--- config.mk ---
export PLATFORM = sky130hd
export DESIGN_NAME = reflectance_array_line_position
export DESIGN_NICKNAME = d
export VERILOG_FILES = /design/src/ralp_pkg.sv /design/src/reflectance_array_line_position.sv
export SDC_FILE = /design/constraint.sdc
export NUM_CORES = 2
export LEC_CHECK = 0
export BUFFER_PORTS_ARGS = -buffer_cell sky130_fd_sc_hd__buf_2
export CAP_MARGIN = 20
export CORE_MARGIN = 2
export CORE_UTILIZATION = 35
export CTS_CLUSTER_SIZE = 25
export DETAILED_ROUTE_END_ITERATION = 16
export HOLD_SLACK_MARGIN = 0.03
export PLACE_DENSITY = 0.49
export REMOVE_ABC_BUFFERS = 1
export SYNTH_ARGS = -nofsm -noshare
export SYNTH_HDL_FRONTEND = slang
export SYNTH_SLANG_ARGS = --single-unit
export TNS_END_PERCENT = 5
--- constraint.sdc ---
create_clock -name clock -period 14.1 [get_ports clock]
set_clock_uncertainty 0.15 [all_clocks]
set_input_delay 1.41 -clock clock [delete_from_list [all_inputs] [get_ports clock]]
set_output_delay 1.41 -clock clock [all_outputs]
set_load 0.03 [all_outputs]
--- src/ralp_pkg.sv ---
// ----------------------------------------------------------------------------
// ralp_pkg
// Shared widths, constants, codes and helpers for the line position block.
// ----------------------------------------------------------------------------
package ralp_pkg;

   localparam int MAX_SENSORS = 32;

   localparam int IDX_W   = 5;
   localparam int RAW_W   = 10;
   localparam int CNT_W   = 6;
   localparam int NORM_W  = 10;
   localparam int POS_W   = 15;
   localparam int PROD_W  = 25;
   localparam int WSUM_W  = 30;
   localparam int LSUM_W  = 15;
   localparam int QUO_W   = 30;
   localparam int DVS_W   = 15;
   localparam int SCALE_W = 20;
   localparam int STEP_W  = 5;

   localparam int CSR_IDX_W  = 2;
   localparam int CSR_DATA_W = 10;

   localparam logic [CSR_IDX_W-1:0] CSR_SENSOR_COUNT  = 2'd0;
   localparam logic [CSR_IDX_W-1:0] CSR_THRESHOLD     = 2'd1;
   localparam logic [CSR_IDX_W-1:0] CSR_LINE_IS_BLACK = 2'd2;

   localparam logic [RAW_W-1:0]  RAW_MAX       = 10'd1023;
   localparam logic [NORM_W-1:0] NORM_MAX      = 10'd1000;
   localparam logic [NORM_W-1:0] SEEN_LEVEL    = 10'd200;
   localparam logic [NORM_W-1:0] NOISE_LEVEL   = 10'd50;
   localparam logic [POS_W-1:0]  POS_MAX       = 15'd31000;
   localparam logic [WSUM_W-1:0] WSUM_MAX      = '1;
   localparam logic [LSUM_W-1:0] LSUM_MAX      = '1;

   localparam logic [CNT_W-1:0]  COUNT_RESET     = 6'd8;
   localparam logic [NORM_W-1:0] THRESHOLD_RESET = 10'd500;

   localparam logic [STEP_W-1:0] NORM_STEPS = 5'd20;
   localparam logic [STEP_W-1:0] POS_STEPS  = 5'd30;

   typedef enum logic [8:0] {
      S_IDLE = 9'b000000001,
      S_MUL  = 9'b000000010,
      S_DIV  = 9'b000000100,
      S_NORM = 9'b000001000,
      S_WMUL = 9'b000010000,
      S_ACC  = 9'b000100000,
      S_POS  = 9'b001000000,
      S_PFIN = 9'b010000000,
      S_DONE = 9'b100000000
   } state_type;

   // sensor index times 1000
   function automatic logic [POS_W-1:0] weight(input logic [IDX_W-1:0] k);
      weight = POS_W'(k) * POS_W'(1000);
   endfunction

endpackage

--- src/reflectance_array_line_position.sv ---
// ----------------------------------------------------------------------------
// reflectance_array_line_position
// Per-sensor calibration, normalization to 0..1000 and weighted line position.
// A calibration sample is taken without leaving the idle state and gives no
// result. A measurement sample is loaded and scaled, then runs one quotient
// bit per cycle through a shared serial divider (20 steps), then is
// weighted, accumulated and handed off. When the calibrated range is empty
// or the reading is at or below the minimum, the divider is skipped. The
// sample marked last also computes the position, through 30 more divider
// steps when the line was seen, or without the divider when it was not.
// The hand-off waits while an earlier result is held by a stalled output.
// The input is stalled while a sample is in progress; a finished result
// sits in an output register while the next sample is taken.
// ----------------------------------------------------------------------------
module reflectance_array_line_position (
   input  logic                                clock,
   input  logic                                reset,
   input  logic                                req_valid,
   output logic                                req_stall,
   input  logic                                req_kind,
   input  logic [ralp_pkg::IDX_W-1:0]          req_sensor_index,
   input  logic [ralp_pkg::RAW_W-1:0]          req_raw,
   input  logic                                req_last,
   output logic                                rsp_valid,
   input  logic                                rsp_stall,
   output logic [ralp_pkg::NORM_W-1:0]         rsp_normalized,
   output logic                                rsp_on_bit,
   output logic [ralp_pkg::POS_W-1:0]          rsp_position,
   output logic                                rsp_position_valid,
   output logic                                rsp_line_seen,
   input  logic                                csr_valid,
   output logic                                csr_ready,
   input  logic [ralp_pkg::CSR_IDX_W-1:0]      csr_index,
   input  logic [ralp_pkg::CSR_DATA_W-1:0]     csr_data
);
   import ralp_pkg::*;

   state_type state_ff, state_in;

   logic [RAW_W-1:0]  cal_min_ff [MAX_SENSORS];
   logic [RAW_W-1:0]  cal_max_ff [MAX_SENSORS];

   logic [CNT_W-1:0]  sensor_count_ff, sensor_count_in;
   logic [NORM_W-1:0] threshold_ff, threshold_in;
   logic              line_is_black_ff, line_is_black_in;

   logic              last_ff, last_in;
   logic [IDX_W-1:0]  idx_ff, idx_in;
   logic [RAW_W-1:0]  raw_ff, raw_in;
   logic [RAW_W-1:0]  lo_ff, lo_in;
   logic [RAW_W-1:0]  hi_ff, hi_in;

   logic [QUO_W-1:0]  q_ff, q_in;
   logic [DVS_W-1:0]  rem_ff, rem_in;
   logic [DVS_W-1:0]  dvs_ff, dvs_in;
   logic [STEP_W-1:0] step_ff, step_in;
   logic              div_pos_ff, div_pos_in;

   logic [NORM_W-1:0] n_ff, n_in;
   logic [PROD_W-1:0] prod_ff, prod_in;
   logic [WSUM_W-1:0] wsum_ff, wsum_in;
   logic [LSUM_W-1:0] lsum_ff, lsum_in;
   logic              seen_ff, seen_in;
   logic [POS_W-1:0]  pos_ff, pos_in;
   logic [POS_W-1:0]  rem_pos_ff, rem_pos_in;

   logic              rsp_valid_ff, rsp_valid_in;
   logic [NORM_W-1:0] rsp_norm_ff, rsp_norm_in;
   logic              rsp_on_ff, rsp_on_in;
   logic [POS_W-1:0]  rsp_pos_ff, rsp_pos_in;
   logic              rsp_pvalid_ff, rsp_pvalid_in;
   logic              rsp_seen_ff, rsp_seen_in;

   logic              cal_we;
   logic [RAW_W-1:0]  cal_min_in, cal_max_in;

   logic              req_xfer, rsp_xfer, idx_ok;
   logic [RAW_W-1:0]  rd_min, rd_max, diff;
   logic [DVS_W:0]    trial;
   logic              trial_ge;
   logic [SCALE_W-1:0] quo_norm;
   logic [NORM_W-1:0] n_clamp;
   logic [WSUM_W:0]   wsum_sum;
   logic [LSUM_W:0]   lsum_sum;
   logic [IDX_W-1:0]  far_idx;
   logic [POS_W-1:0]  far_pos;

   assign req_stall = (state_ff != S_IDLE);
   assign req_xfer  = req_valid && !req_stall;
   assign rsp_xfer  = rsp_valid_ff && !rsp_stall;
   assign csr_ready = 1'b1;

   assign idx_ok = (int'(req_sensor_index) < MAX_SENSORS);
   assign rd_min = idx_ok ? cal_min_ff[req_sensor_index] : RAW_MAX;
   assign rd_max = idx_ok ? cal_max_ff[req_sensor_index] : '0;

   assign diff     = raw_ff - lo_ff;
   assign trial    = {rem_ff, q_ff[QUO_W-1]} - {1'b0, dvs_ff};
   assign trial_ge = !trial[DVS_W];
   assign quo_norm = q_ff[SCALE_W-1:0];
   assign n_clamp  = (quo_norm > SCALE_W'(NORM_MAX)) ? NORM_MAX : quo_norm[NORM_W-1:0];
   assign wsum_sum = {1'b0, wsum_ff} + (WSUM_W+1)'(prod_ff);
   assign lsum_sum = {1'b0, lsum_ff} + (LSUM_W+1)'(n_ff);

   always_comb begin
      if (sensor_count_ff == '0) begin
         far_idx = '0;
      end else if (int'(sensor_count_ff) > MAX_SENSORS) begin
         far_idx = IDX_W'(MAX_SENSORS - 1);
      end else begin
         far_idx = IDX_W'(sensor_count_ff - CNT_W'(1));
      end
   end
   assign far_pos = weight(far_idx);

   always_comb begin
      state_in         = state_ff;
      sensor_count_in  = sensor_count_ff;
      threshold_in     = threshold_ff;
      line_is_black_in = line_is_black_ff;
      last_in          = last_ff;
      idx_in           = idx_ff;
      raw_in           = raw_ff;
      lo_in            = lo_ff;
      hi_in            = hi_ff;
      q_in             = q_ff;
      rem_in           = rem_ff;
      dvs_in           = dvs_ff;
      step_in          = step_ff;
      div_pos_in       = div_pos_ff;
      n_in             = n_ff;
      prod_in          = prod_ff;
      wsum_in          = wsum_ff;
      lsum_in          = lsum_ff;
      seen_in          = seen_ff;
      pos_in           = pos_ff;
      rem_pos_in       = rem_pos_ff;
      rsp_valid_in     = rsp_xfer ? 1'b0 : rsp_valid_ff;
      rsp_norm_in      = rsp_norm_ff;
      rsp_on_in        = rsp_on_ff;
      rsp_pos_in       = rsp_pos_ff;
      rsp_pvalid_in    = rsp_pvalid_ff;
      rsp_seen_in      = rsp_seen_ff;
      cal_we           = 1'b0;
      cal_min_in       = (req_raw < rd_min) ? req_raw : rd_min;
      cal_max_in       = (req_raw > rd_max) ? req_raw : rd_max;

      if (csr_valid && csr_ready) begin
         unique case (csr_index)
            CSR_SENSOR_COUNT:  sensor_count_in  = csr_data[CNT_W-1:0];
            CSR_THRESHOLD:     threshold_in     = csr_data[NORM_W-1:0];
            CSR_LINE_IS_BLACK: line_is_black_in = csr_data[0];
            default: ;
         endcase
      end

      unique case (state_ff)
         S_IDLE: begin
            if (req_xfer) begin
               if (!req_kind) begin
                  cal_we = idx_ok;
               end else begin
                  idx_in   = req_sensor_index;
                  raw_in   = req_raw;
                  last_in  = req_last;
                  lo_in    = rd_min;
                  hi_in    = rd_max;
                  state_in = S_MUL;
               end
            end
         end
         S_MUL: begin
            rem_in     = '0;
            div_pos_in = 1'b0;
            if (hi_ff > lo_ff && raw_ff > lo_ff) begin
               q_in     = {SCALE_W'(diff) * SCALE_W'(NORM_MAX), (QUO_W-SCALE_W)'(0)};
               dvs_in   = DVS_W'(hi_ff - lo_ff);
               step_in  = NORM_STEPS;
               state_in = S_DIV;
            end else begin
               q_in     = '0;
               state_in = S_NORM;
            end
         end
         S_DIV: begin
            q_in    = {q_ff[QUO_W-2:0], trial_ge};
            rem_in  = trial_ge ? trial[DVS_W-1:0] : {rem_ff[DVS_W-2:0], q_ff[QUO_W-1]};
            step_in = step_ff - STEP_W'(1);
            if (step_ff == STEP_W'(1)) begin
               state_in = div_pos_ff ? S_PFIN : S_NORM;
            end
         end
         S_NORM: begin
            n_in = line_is_black_ff ? n_clamp : NORM_MAX - n_clamp;
            if ((line_is_black_ff ? n_clamp : NORM_MAX - n_clamp) > SEEN_LEVEL) begin
               seen_in = 1'b1;
            end
            state_in = S_WMUL;
         end
         S_WMUL: begin
            prod_in  = PROD_W'(n_ff) * PROD_W'(weight(idx_ff));
            state_in = S_ACC;
         end
         S_ACC: begin
            if (n_ff > NOISE_LEVEL) begin
               wsum_in = (wsum_sum > (WSUM_W+1)'(WSUM_MAX)) ? WSUM_MAX
                                                             : wsum_sum[WSUM_W-1:0];
               lsum_in = (lsum_sum > (LSUM_W+1)'(LSUM_MAX)) ? LSUM_MAX
                                                             : lsum_sum[LSUM_W-1:0];
            end
            state_in = last_ff ? S_POS : S_DONE;
         end
         S_POS: begin
            if (!seen_ff) begin
               pos_in   = (rem_pos_ff < (far_pos >> 1)) ? '0 : far_pos;
               state_in = S_DONE;
            end else if (lsum_ff == '0) begin
               pos_in     = '0;
               rem_pos_in = '0;
               state_in   = S_DONE;
            end else begin
               q_in       = QUO_W'(wsum_ff);
               rem_in     = '0;
               dvs_in     = DVS_W'(lsum_ff);
               step_in    = POS_STEPS;
               div_pos_in = 1'b1;
               state_in   = S_DIV;
            end
         end
         S_PFIN: begin
            pos_in     = (q_ff > QUO_W'(POS_MAX)) ? POS_MAX : q_ff[POS_W-1:0];
            rem_pos_in = (q_ff > QUO_W'(POS_MAX)) ? POS_MAX : q_ff[POS_W-1:0];
            state_in   = S_DONE;
         end
         S_DONE: begin
            if (!rsp_valid_ff || !rsp_stall) begin
               rsp_valid_in  = 1'b1;
               rsp_norm_in   = n_ff;
               rsp_on_in     = (n_ff > threshold_ff);
               rsp_pos_in    = last_ff ? pos_ff : '0;
               rsp_pvalid_in = last_ff;
               rsp_seen_in   = last_ff && seen_ff;
               if (last_ff) begin
                  wsum_in = '0;
                  lsum_in = '0;
                  seen_in = 1'b0;
               end
               state_in = S_IDLE;
            end
         end
         default: state_in = S_IDLE;
      endcase
   end

   always_ff @(posedge clock) begin
      if (reset) begin
         state_ff         <= S_IDLE;
         sensor_count_ff  <= COUNT_RESET;
         threshold_ff     <= THRESHOLD_RESET;
         line_is_black_ff <= 1'b1;
         wsum_ff          <= '0;
         lsum_ff          <= '0;
         seen_ff          <= 1'b0;
         rem_pos_ff       <= '0;
         rsp_valid_ff     <= 1'b0;
         for (int i = 0; i < MAX_SENSORS; i++) begin
            cal_min_ff[i] <= RAW_MAX;
            cal_max_ff[i] <= '0;
         end
      end else begin
         state_ff         <= state_in;
         sensor_count_ff  <= sensor_count_in;
         threshold_ff     <= threshold_in;
         line_is_black_ff <= line_is_black_in;
         wsum_ff          <= wsum_in;
         lsum_ff          <= lsum_in;
         seen_ff          <= seen_in;
         rem_pos_ff       <= rem_pos_in;
         rsp_valid_ff     <= rsp_valid_in;
         if (cal_we) begin
            cal_min_ff[req_sensor_index] <= cal_min_in;
            cal_max_ff[req_sensor_index] <= cal_max_in;
         end
      end
   end

   always_ff @(posedge clock) begin
      last_ff       <= last_in;
      idx_ff        <= idx_in;
      raw_ff        <= raw_in;
      lo_ff         <= lo_in;
      hi_ff         <= hi_in;
      q_ff          <= q_in;
      rem_ff        <= rem_in;
      dvs_ff        <= dvs_in;
      step_ff       <= step_in;
      div_pos_ff    <= div_pos_in;
      n_ff          <= n_in;
      prod_ff       <= prod_in;
      pos_ff        <= pos_in;
      rsp_norm_ff   <= rsp_norm_in;
      rsp_on_ff     <= rsp_on_in;
      rsp_pos_ff    <= rsp_pos_in;
      rsp_pvalid_ff <= rsp_pvalid_in;
      rsp_seen_ff   <= rsp_seen_in;
   end

   assign rsp_valid          = rsp_valid_ff;
   assign rsp_normalized     = rsp_norm_ff;
   assign rsp_on_bit         = rsp_on_ff;
   assign rsp_position       = rsp_pos_ff;
   assign rsp_position_valid = rsp_pvalid_ff;
   assign rsp_line_seen      = rsp_seen_ff;

endmodule

# After elaboration in Yosys (flattened, before gate mapping)
# Memories as Yosys holds them, arrays and structs flattened.
# Index checks and enable logic that the tools add are counted.
[totals]
reg_bits = 265
ramBits = 640
out_inout_bits = 31
elab_cells = 185
memories = 2
[op_classes]
n_addsub = 8
multipliers = 4
magnitude_cmp = 13
eq_ne = 25
muxes = 73
n_reduce_logical = 33
[mem_list]
columns = ["memory", "words", "word_bits", "read_ports", "rd_ports_with_merged_regs", "write_ports", "line", "rtl"]
rows = [
  ["cal_max_ff", 32, 10, 1, 0, 32, "reflectance_array_line_position.sv:41", "logic [RAW_W-1:0] cal_max_ff [MAX_SENSORS];"],
  ["cal_min_ff", 32, 10, 1, 0, 32, "reflectance_array_line_position.sv:40", "logic [RAW_W-1:0] cal_min_ff [MAX_SENSORS];"],
]
[ops]
columns = ["operator", "n"]
rows = [
  ["$mux W15", 15],
  ["$mux W30", 7],
  ["$pmux W15 S2", 4],
  ["$pmux W30 S3", 1],
  ["$pmux W9 S9", 1],
  ["$mux W9", 7],
  ["$mux W10", 6],
  ["$pmux W30 S2", 1],
  ["$pmux W15 S3", 1],
  ["$gt A10 B10 Y1", 4],
  ["$mux W5", 7],
  ["$add A30 B25 Y31", 1],
  ["$gt A31 B30 Y1 const B", 1],
  ["$gt A30 B15 Y1 const B", 1],
  ["$mul A5 B7 Y12 const B", 2],
  ["$mul A10 B12 Y22", 1],
  ["$ne A2 B2 Y1 const B", 11],
  ["$gt A20 B10 Y1 const B", 1],
  ["$reduce_and A4 Y1", 5],
  ["$reduce_or A10 Y1", 2],
  ["$mux W1", 18],
  ["$mul A10 B7 Y17 const B", 1],
  ["$add A15 B10 Y16", 1],
  ["$gt A16 B15 Y1 const B", 1],
  ["38 further kinds", 56],
]

# Logic depth before layout (Yosys ltp)
[logic_depth]
depth_word = 10
mapped_depth = 30

# Worst setup path before layout
# No wires, ideal clock.
[synth_path]
path_kind = "register to register"
start = "register idx_ff[2]"
end = "register prod_ff[24], data pin"
setup_ns = 0.259
arrival_ns = 7.748
required_time_ns = 13.691
setup_slack_ns = 5.942
path_stages_with_launch = 31
synth_period_minus_slack_ns = 8.158
cell_sequence = "edfxtp_1 -> fa_1 -> fa_1 -> inv_1 -> fa_1 -> inv_1 -> ha_1 -> inv_1 -> o21bai_1 -> a21oi_1 -> o21bai_1 -> a21oi_1 -> xnor2_1 -> nand2_1 -> fa_1 -> inv_1 -> fa_1 -> fa_1 -> fa_1 -> inv_1 -> fa_1 -> inv_1 -> ha_1 -> and3_1 -> nor4b_1 -> a211oi_1 -> a211oi_1 -> nor3_1 -> o21ai_0 -> a21oi_1 -> xnor2_1"
[synth_via]
elab_chain_cells = 2
[synth_lines]
columns = ["item", "line", "rtl"]
rows = [
  ["start, declared", "reflectance_array_line_position.sv:48", "logic [IDX_W-1:0] idx_ff, idx_in;"],
  ["start signal, assigned", "reflectance_array_line_position.sv:289", "idx_ff <= idx_in;"],
  ["$mul A5 B7 Y12", "ralp_pkg.sv:57", "weight = POS_W'(k) * POS_W'(1000);"],
  ["$mul A10 B12 Y22", "reflectance_array_line_position.sv:201", "prod_in = PROD_W'(n_ff) * PROD_W'(weight(idx_ff));"],
  ["end signal, assigned", "reflectance_array_line_position.sv:299", "prod_ff <= prod_in;"],
  ["end, declared", "reflectance_array_line_position.sv:60", "logic [PROD_W-1:0] prod_ff, prod_in;"],
]
# Every way passes these cells.
# A chain may end at the register's enable or synchronous reset.

# Worst setup path in the final report
# Ends and elaborated chain as after synthesis.

==> results.md <==
- In the final timing run, aggregate negative setup slack is 0 ns.
- In this run, post-CTS hold repair placed 0 buffers.
- The path class of the tightest hold or removal check is flop to flop.
- The launch instance of the worst register-to-register path is idx_ff[2].
- The launch point of the critical path is idx_ff[2].
- Hold is met by 0.310 ns.
- The fraction of registers with async set or reset after synthesis is 0%.
- From synthesis to final layout, the design area changed by 11.4%.
- The number of DRC markers after the initial detailed-route iteration is 2461.
- For this configuration, the core starts out at a cell density of 35.3%.
- A synthesized cell averages 12.2 um^2.
- The cell row count is 137.
- Detailed routing inserted a total of 31500 vias.
- The maximum ir drop on the vdd rail is 0.308 mV.
- The number of instances in the synthesized netlist is 4026.
- By instance count, the cell type seen most on the critical path is sky130_fd_sc_hd__fa_1.
- In this run, synthesis produced a sequential element count of 901.
- The core region is 140000 um^2.
- The floorplan step defined a die boundary enclosing 144000 um^2.
- The via count of the first global-routing pass is 32300.
- Summing every instance area after synthesis gives 49300 um^2.
- In this run the worst path has a maximum fanout of 10.
- In the routed design, unresolved DRC markers number 0.
- The CTS tree is yes.
- The number of non-filler instances in the completed layout is 6016.
- The number of cells on the worst reg-to-reg path is 28.
- Setup repair after global routing left no endpoint under its margin.
- Counting tap cells, the placed design contains a total of 5829 instances.
- After detailed routing, the total wire length is 136000 um.
- At the worst endpoint, the required time is 14.39 ns.
- The largest area contributor in the netlist is sky130_fd_sc_hd__edfxtp_1.
- The global-route wire length before repair is 206000 um.
- The cell with the most instances after synthesis is sky130_fd_sc_hd__edfxtp_1.
- The slowest stage of the critical path is the sky130_fd_sc_hd__xnor2_1 cell.
- The die is 379 um wide.
- The count of buffers from port buffering is 63.
- The number of max-cap violations is 0.
- The maximum number of buffers from clock root to sink is 3.
- The number of clock buffers added by TritonCTS is 100.
- The number of setup violations in the final report is 0.
- The congestion estimate from routability-driven global placement came to 0.816.
- The global routing usage summed across all routing layers is 19.2%.
- Dividing the detail-routed wire length by the instance count gives 22.6 um.
- The CTS root buffer is sky130_fd_sc_hd__clkbuf_16.
- After layout, the worst setup slack is 5.20 ns.
- Setup slack on the worst reg-to-reg path comes out at 5.20 ns.
- The number of pins with negative max-slew slack in the final report is 0.
- Summing all placed instances gives a cell area of 51700 um^2.
- The number of setup buffers added after CTS is 0.
- The later pin in the worst-skew pair is clocked with a latency of 0.72 ns.
- In this run, synthesis inferred 817 flip-flops with an integrated enable.
- After detailed routing, the number of vias per cell comes to 5.23.
- The worst register-to-register path ends at prod_ff[24].
- The critical path in this run is classified as flop to flop.
- The net count reported at finish is 4476.
- The worst setup path is captured at a flop.
- The die height is 379 um.
- The share of synthesized area occupied by flip-flops and latches is 53.2%.
- The part of the cycle the worst path needs is 63.2%.
- The run finished with clean final reports.
- The minimum setup slack after placement is 5.19 ns.
- The synthesized netlist contains 94 unique library cells.
- The first-pass iteration count of the detailed router is 5.
- Dividing total power by cell area gives a power density of 187 nW/um^2.
- The timing endpoint of the critical path is prod_ff[24].
- The detailed placer's ending HPWL is 92000 um.
- The number of warnings issued by yosys is 0.
- Clock tree synthesis found a total of 901 sinks.
- For this run, the leading register cell type out of synthesis is sky130_fd_sc_hd__edfxtp_1.
- The number of gates resized after cts is 0.
- The final hold violation count is 0.
- The kind of launch point of the worst setup path is a flop.
- The data arrival time at the worst-slack endpoint is 9.19 ns.
- In this run the number of H-tree levels came out at 3.
- The leakage power total is 19.0 nW.
- The residual antenna-violating net count after detailed routing is 0.
- The final global-route overflow total is 0.
- The utilization after layout is 39.3%.
- The design area is 54900 um^2.
- The total power of the final layout is 10.3 mW.
- The top cell type by area accounts for 49.8% of the synthesized area.
- The critical hold path startpoint is threshold_ff[3].
- The commonest cells after synthesis are sky130_fd_sc_hd__edfxtp_1 (817), sky130_fd_sc_hd__nand2_1 (514), sky130_fd_sc_hd__nor2_1 (468).
- The proportion of layout cells with a drive suffix above 1 is 12.8%.
- The critical path's largest stage delay is 0.64 ns.
- The headroom to the max-slew limit is 24.4%.
- The count of pins on the block boundary is 65.
- Counting the fill cells in the layout gives 13400.
- The shortest clock period the worst path allows after layout is 8.90 ns.
- The initial antenna violation count is 6.
- The highest clock frequency the design can meet is 112 MHz.
- After clock tree synthesis, the clock-pin slew on the worst setup and hold paths is 0.07 ns.
- After synthesis, the cell types taking the most area are sky130_fd_sc_hd__edfxtp_1 (50%), sky130_fd_sc_hd__mux4_2 (7.3%), sky130_fd_sc_hd__ha_1 (6.4%).
- At the pin with the least slew margin, the transition time is 1.13 ns.
- The largest net degree at the start of global routing is 111.
flip-flops by register name (all words and copies together), names as in the netlist, 13 cells and up:
name and count:
rem_pos_ff 13, rsp_position 15, q_ff 30, lsum_ff 15
wsum_ff 28, prod_ff 22, cal_max_ff 320, pos_ff 15
rem_ff 15, cal_min_ff 320, dvs_ff 15
where the power goes:
| group | internal [mW] | total, mW | switching (mW) |
|---|---|---|---|
| sequential | 3.13 | 3.15 | 0.0195 |
| combinational | 1.96 | 4.57 | 2.61 |
| clock | 1.45 | 2.57 | 1.12 |
critical path, delay by kind of cell, from the launching register on:
| kind | cells | cell delay [ns] |
|---|---|---|
| flops | 1 | 0.51 |
| buf+inv | 6 | 0.28 |
| simple gates | 4 | 0.96 |
| fa+ha+maj | 10 | 4.86 |
| xor+xnor | 2 | 0.75 |
| compound gates | 6 | 1.11 |
cells by family after synthesis:
group	after synthesis	share of synthesized area [%]
xor+xnor	105	1.88
simple gates	1362	12.6
flops	901	53.2
fa+ha+maj	388	11.9
mux	199	8.33
compound gates	582	7.81
buf+inv	488	4.38
other cells	1	0.00761
cell usage in the layout, fill, tap and decap left out, drive strengths merged, types with 11 or more instances in the layout:
cell,Yosys,layout
a211o,13,13
a211oi,43,43
a21boi,11,11
a21o,46,46
a21oi,150,150
a22oi,99,99
a31oi,16,16
and2,96,96
and3,15,15
buf,108,153
clkbuf,118,132
clkinv,1,43
dfxtp,84,84
edfxtp,817,817
fa,133,133
ha,253,253
inv,261,263
mux2i,37,37
mux4,160,160
nand2,516,516
nand2b,45,45
nand3,29,29
nand4,40,40
nor2,482,482
nor2b,24,24
nor3,41,41
nor3b,13,13
o21a,12,12
o21ai,107,107
xnor2,54,54
xor2,51,51
area by class of cell:
class                   count  area, um^2  area share, %
diodes                      3        7.51         0.0137
clock buffers             131        2700           4.92
clock inverters            52         465          0.847
inverters                 262         983           1.79
multi-input cells        2637       21100           38.4
flip-flops and latches    901       26200           47.7
well taps                1876        2350           4.27
repair buffers            154        1120           2.03
how the worst min path moves through the flow:
| stage | slack (ns) | to | cells after the start |
|---|---|---|---|
| 2_1_floorplan | 0.28 | threshold_ff[1] | 2 |
| 3_3_place_gp | 0.30 | rem_pos_ff[4] | 2 |
| 3_5_place_dp | 0.30 | threshold_ff[9] | 2 |
| 4_1_cts | 0.31 | threshold_ff[9] | 2 |
| 5_1_grt | 0.33 | rem_pos_ff[5] | 2 |
| 6_report | 0.31 | threshold_ff[3] | 2 |
metal layers:
metal,routed length [um],global-route usage [%]
met2,66600,32.9
met1,57400,24.9
met3,7420,3.15
met4,4560,6.15
met5,21,0
(Power assumes the default switching activity.)
